--- config.mk ---
export PLATFORM = sky130hd
export DESIGN_NAME = dss_queue
export DESIGN_NICKNAME = d
export VERILOG_FILES = /design/src/rtl/dss_pkg.sv /design/src/rtl/dss_queue.sv
export SDC_FILE = /design/constraint.sdc
export NUM_CORES = 1
export LEC_CHECK = 0
export ABC_CLOCK_PERIOD_IN_PS = 2000
export BUFFER_PORTS_ARGS = -buffer_cell sky130_fd_sc_hd__buf_4
export CORE_ASPECT_RATIO = 0.8
export CORE_MARGIN = 4
export CORE_UTILIZATION = 45
export DETAILED_ROUTE_END_ITERATION = 8
export PLACE_DENSITY_LB_ADDON = 0.2
export RECOVER_POWER = 100
export SETUP_SLACK_MARGIN = 0.5
export SYNTH_ARGS = -nofsm -noshare
export SYNTH_HDL_FRONTEND = slang
export SYNTH_SLANG_ARGS = --single-unit
--- constraint.sdc ---
create_clock -name clk -period 2 [get_ports clk]
set_input_delay 0.4 -clock clk [delete_from_list [all_inputs] [get_ports clk]]
set_output_delay 0.4 -clock clk [all_outputs]
set_load 0.05 [all_outputs]
--- src/rtl/dss_pkg.sv ---
`timescale 1ns / 1ps
// ----------------------------------------------------------------------------
// dss_pkg
// Shared types and constants for the dataset summary statistics block.
// ----------------------------------------------------------------------------
package dss_pkg;

  localparam int ValueW = 24;
  localparam int CountW = 11;
  // Q12.12 samples; roots of Q24.24 mean squares land back in Q12.12.
  localparam int FractionBits = 12;

  // One beat handed from the loader to the statistics engine.
  typedef struct packed {
    logic [ValueW-1:0] value;
    logic              has_value;
    logic              last;
  } dss_beat_t;

endpackage

--- src/rtl/dss_queue.sv ---
`timescale 1ns / 1ps
// ----------------------------------------------------------------------------
// dss_queue
// Small FIFO between the input front end and the statistics engine.
// ----------------------------------------------------------------------------
module dss_queue import dss_pkg::*; #(
  parameter int Depth = 4
) (
  input  logic      clk,
  input  logic      rst,
  input  logic      push,
  input  dss_beat_t push_beat,
  output logic      full,
  input  logic      pop,
  output dss_beat_t pop_beat,
  output logic      not_empty
);
  localparam int AW = (Depth > 1) ? $clog2(Depth) : 1;

  dss_beat_t     slots [Depth];
  logic [AW-1:0] wr_ptr;
  logic [AW-1:0] rd_ptr;
  logic [AW:0]   fill;

  assign full      = (fill == (AW+1)'(Depth));
  assign not_empty = (fill != '0);
  assign pop_beat  = slots[rd_ptr];

  always_ff @(posedge clk) begin
    if (push) begin
      slots[wr_ptr] <= push_beat;
    end
  end

  always_ff @(posedge clk) begin
    if (rst) begin
      wr_ptr <= '0;
      rd_ptr <= '0;
      fill   <= '0;
    end else begin
      if (push) begin
        wr_ptr <= (wr_ptr == AW'(Depth-1)) ? '0 : wr_ptr + 1'b1;
      end
      if (pop) begin
        rd_ptr <= (rd_ptr == AW'(Depth-1)) ? '0 : rd_ptr + 1'b1;
      end
      fill <= fill + (AW+1)'(push) - (AW+1)'(pop);
    end
  end

  a_no_overrun: assert property (@(posedge clk) disable iff (rst) full |-> !push)
    else $error("queue overrun");
  a_no_underrun: assert property (@(posedge clk) disable iff (rst) !not_empty |-> !pop)
    else $error("queue underrun");
  a_fill_step: assert property (@(posedge clk) disable iff (rst)
    (push && !pop) |=> (fill == $past(fill) + 1'b1))
    else $error("fill count slip");
endmodule

==> metrics <==
Post-Route WL=7670 um; hold slack final=0.217 ns; maximum clock frequency=0.474 GHz; Die X=117 um; final setup slack of the worst path=-0.108 ns; final worst-path cycle share=105%; Layout fillers=655; part of the Yosys area used for sequential elements=just under 80%; unrepaired setup endpoints after global routing=yes; violated checks=setup timing; number of warnings reported in the yosys synthesis log=0; maximum vdd drop=about 0.78 mV; class of the most critical hold timing path=in -> reg; static power due to leakage=roughly 1.9 nW; mean post-synth cell area=23.8 um2; Worst Tran Pin Value=0.852 ns; buffer depth of the longest clock path=2; endpoint class of the critical path=output pin; CP Class=reg -> out; placed instance area=4890 um2; number of remaining DRC errors=0; post-layout power=6.84 mW; standard cell core area=9110 um2; antenna cell count=0; number of DRC markers in iteration 0=84; Post-Route Utilization=61.2%; status=complete, but fails checks; Max transition margin=43.2%; final design area excluding fillers=5580 um2; CTS tree=yes; Mapped Nets=217; Inserted Clock Buffers=17; Yosys cell types=21; setup violators final=26; Arr. time, crit path=1.71 ns; power per cell area=~1200 nW/um2; H-tree lvl count=4; number of global-route vias before repair=2,158; max-cap violations=0; area of the die=roughly 11,000 um2; global-route wire length before repair=11,900 um; grt total ovfl=0; sink count of the clock tree=113; number of buffers inserted by port buffering=between 50 and 60; minimum clock period after layout=2.11 ns; Cell Rows=31; final cell count without fillers=a little under 400; post-synthesis sequential element count=roughly 110; relative area change from synthesis to final layout=31.2%; sum of negative setup slack=-1.48 ns; # placed instances=355; sequential cell area=3310 um2; initial core utilization=46.7%; crit path launch type=flop; CP Data Required Time=1.60 ns; dominant cells by area after synthesis=sky130_fd_sc_hd__edfxtp_1 73%, sky130_fd_sc_hd__mux4_2 11%, sky130_fd_sc_hd__dfxtp_1 4.2%, sky130_fd_sc_hd__mux4_1 3.7%, sky130_fd_sc_hd__ha_1 2.1%; I/O pin count=slightly below 60; peak fanout along the critical path=5; share of post-route cells with drive strength above 1=between 30 and 40%; Hold Violations, Final=0; Yosys top cell by area=sky130_fd_sc_hd__edfxtp_1; Pre-antenna DRT Iters=4; routed length per instance=a little under 20 um; clock root buffer master=sky130_fd_sc_hd__clkbuf_16; post-placement setup slack=0.258 ns; latest clock arrival within the worst-skew pair=0.40 ns; setup skew after layout=0.00635 ns; Net count, final=303; Via Count=approximately 2,000; routability-driven placement congestion ratio=0.702; DRT antenna net count=0; global-route total usage across every layer=approximately 15%; largest net degree at the start of global routing=19; cell area after synthesis=4250 um2; detailed-route vias per instance=approximately 5.1; number of antenna violations at the first check in global routing=0; die extent in y=roughly 95 um; detailed placement HPWL=about 4700 um; final number of max-transition violations=0; clock-pin slew of the registers on the worst-case setup and hold paths=0.05 ns; count of mapped cells out of synthesis=179; area used by multi-input combinational logic=about 870 um2; share of the synthesized area in the top cell type=73.4%
[layer usage]
layer / up-vias / GRT usage [%] / part of all wire (%)
met1: 1035 / 20.1 / 45
met2: 46 / 23.1 / 49
li1: 915 / - / -
met4: 0 / 4.87 / 0.50
met5: - / 0 / 0
met3: 4 / 6.47 / 5.2
[logic make-up after synthesis]
group                    count (synthesis)  synth area share [%]
flip-flops                             113                  77.7
XOR/XNOR                                 1                 0.559
buffers and inverters                   12                  2.09
AND/OR/NAND/NOR                         15                  2.15
AO/OA/AOI/OAI                            2                 0.235
multiplexers                            28                  14.8
adder cells (fa/ha/maj)                  8                  2.53
[path summary, 6_finish.rpt]
kind | startpoint | end | slack (ns) | cells after the start
min reg2reg | rd_ptr[0]$_SDFFE_PP0P_ | flop | 0.49 | 2
max reg2reg | wr_ptr[0]$_SDFFE_PP0P_ | slots[0][18]$_DFFE_PP_ | 0.04 | 4
max | flop | pop_beat[13] | -0.11 | 4
min | rst | fill[2]$_SDFF_PP0_ | 0.22 | 2
[power breakdown]
| group | internal (mW) | switching [mW] |
|---|---|---|
| Clock | 2.19 | 0.966 |
| Combinational | 0.392 | 0.548 |
| Sequential | 2.70 | 0.0425 |
[cell usage after synthesis, drive strengths merged]
cell type and count:
mux2i 2, clkbuf 1, buf 5, nor2b 2, and2 4, or3b 2, inv 6, nor2 3
dfxtp 9, nand2b 2, fa 1, a21oi 2, and3 1, mux4 26, or3 1, xor3 1
ha 7, edfxtp 104
[registers in the layout, summed over array words and instances (netlist names), named ones only]
| name | flops |
|---|---|
| slots | 104 |
| wr_ptr | 2 |
| fill | 3 |
| rd_ptr | 2 |
[worst max-delay path: stages, from the launching register on]
cell                      delay, ns
sky130_fd_sc_hd__dfxtp_4       0.39
sky130_fd_sc_hd__buf_12        0.13
sky130_fd_sc_hd__buf_16        0.12
sky130_fd_sc_hd__mux4_2        0.51
sky130_fd_sc_hd__buf_6         0.17
[what timing repair did]
action | in CTS | in global routing
cloned | 2 | 0
hold buffers | 0 | 0
pin swaps | 0 | 2
setup endpoints to repair | 30 | 79
setup buffers | 3 | 1
gates resized for setup | 47 | 9
[cells in the final DEF, fill, tap and decap left out, types with 3 or more instances in the layout]
cell                        instances
sky130_fd_sc_hd__clkinv_1           3
sky130_fd_sc_hd__nor2_1             3
sky130_fd_sc_hd__clkbuf_16         17
sky130_fd_sc_hd__and2_0             4
sky130_fd_sc_hd__bufinv_16          5
sky130_fd_sc_hd__ha_1               5
sky130_fd_sc_hd__buf_6             26
sky130_fd_sc_hd__inv_1              3
sky130_fd_sc_hd__edfxtp_1         104
sky130_fd_sc_hd__clkbuf_2           3
sky130_fd_sc_hd__dfxtp_1            6
sky130_fd_sc_hd__clkbuf_1          30
sky130_fd_sc_hd__buf_4             10
sky130_fd_sc_hd__mux4_2            26
sky130_fd_sc_hd__clkinv_2           3
[final cells by class]
class / instances / share of cell area [%]
clock buffers: 19 / 7.76
multi-input cells: 54 / 15.6
flip-flops and latches: 113 / 59.3
clock inverters: 13 / 3.43
inverters: 6 / 0.448
repair buffers: 73 / 10.8
well taps: 115 / 2.58
Power figures use the tool's default switching activity.
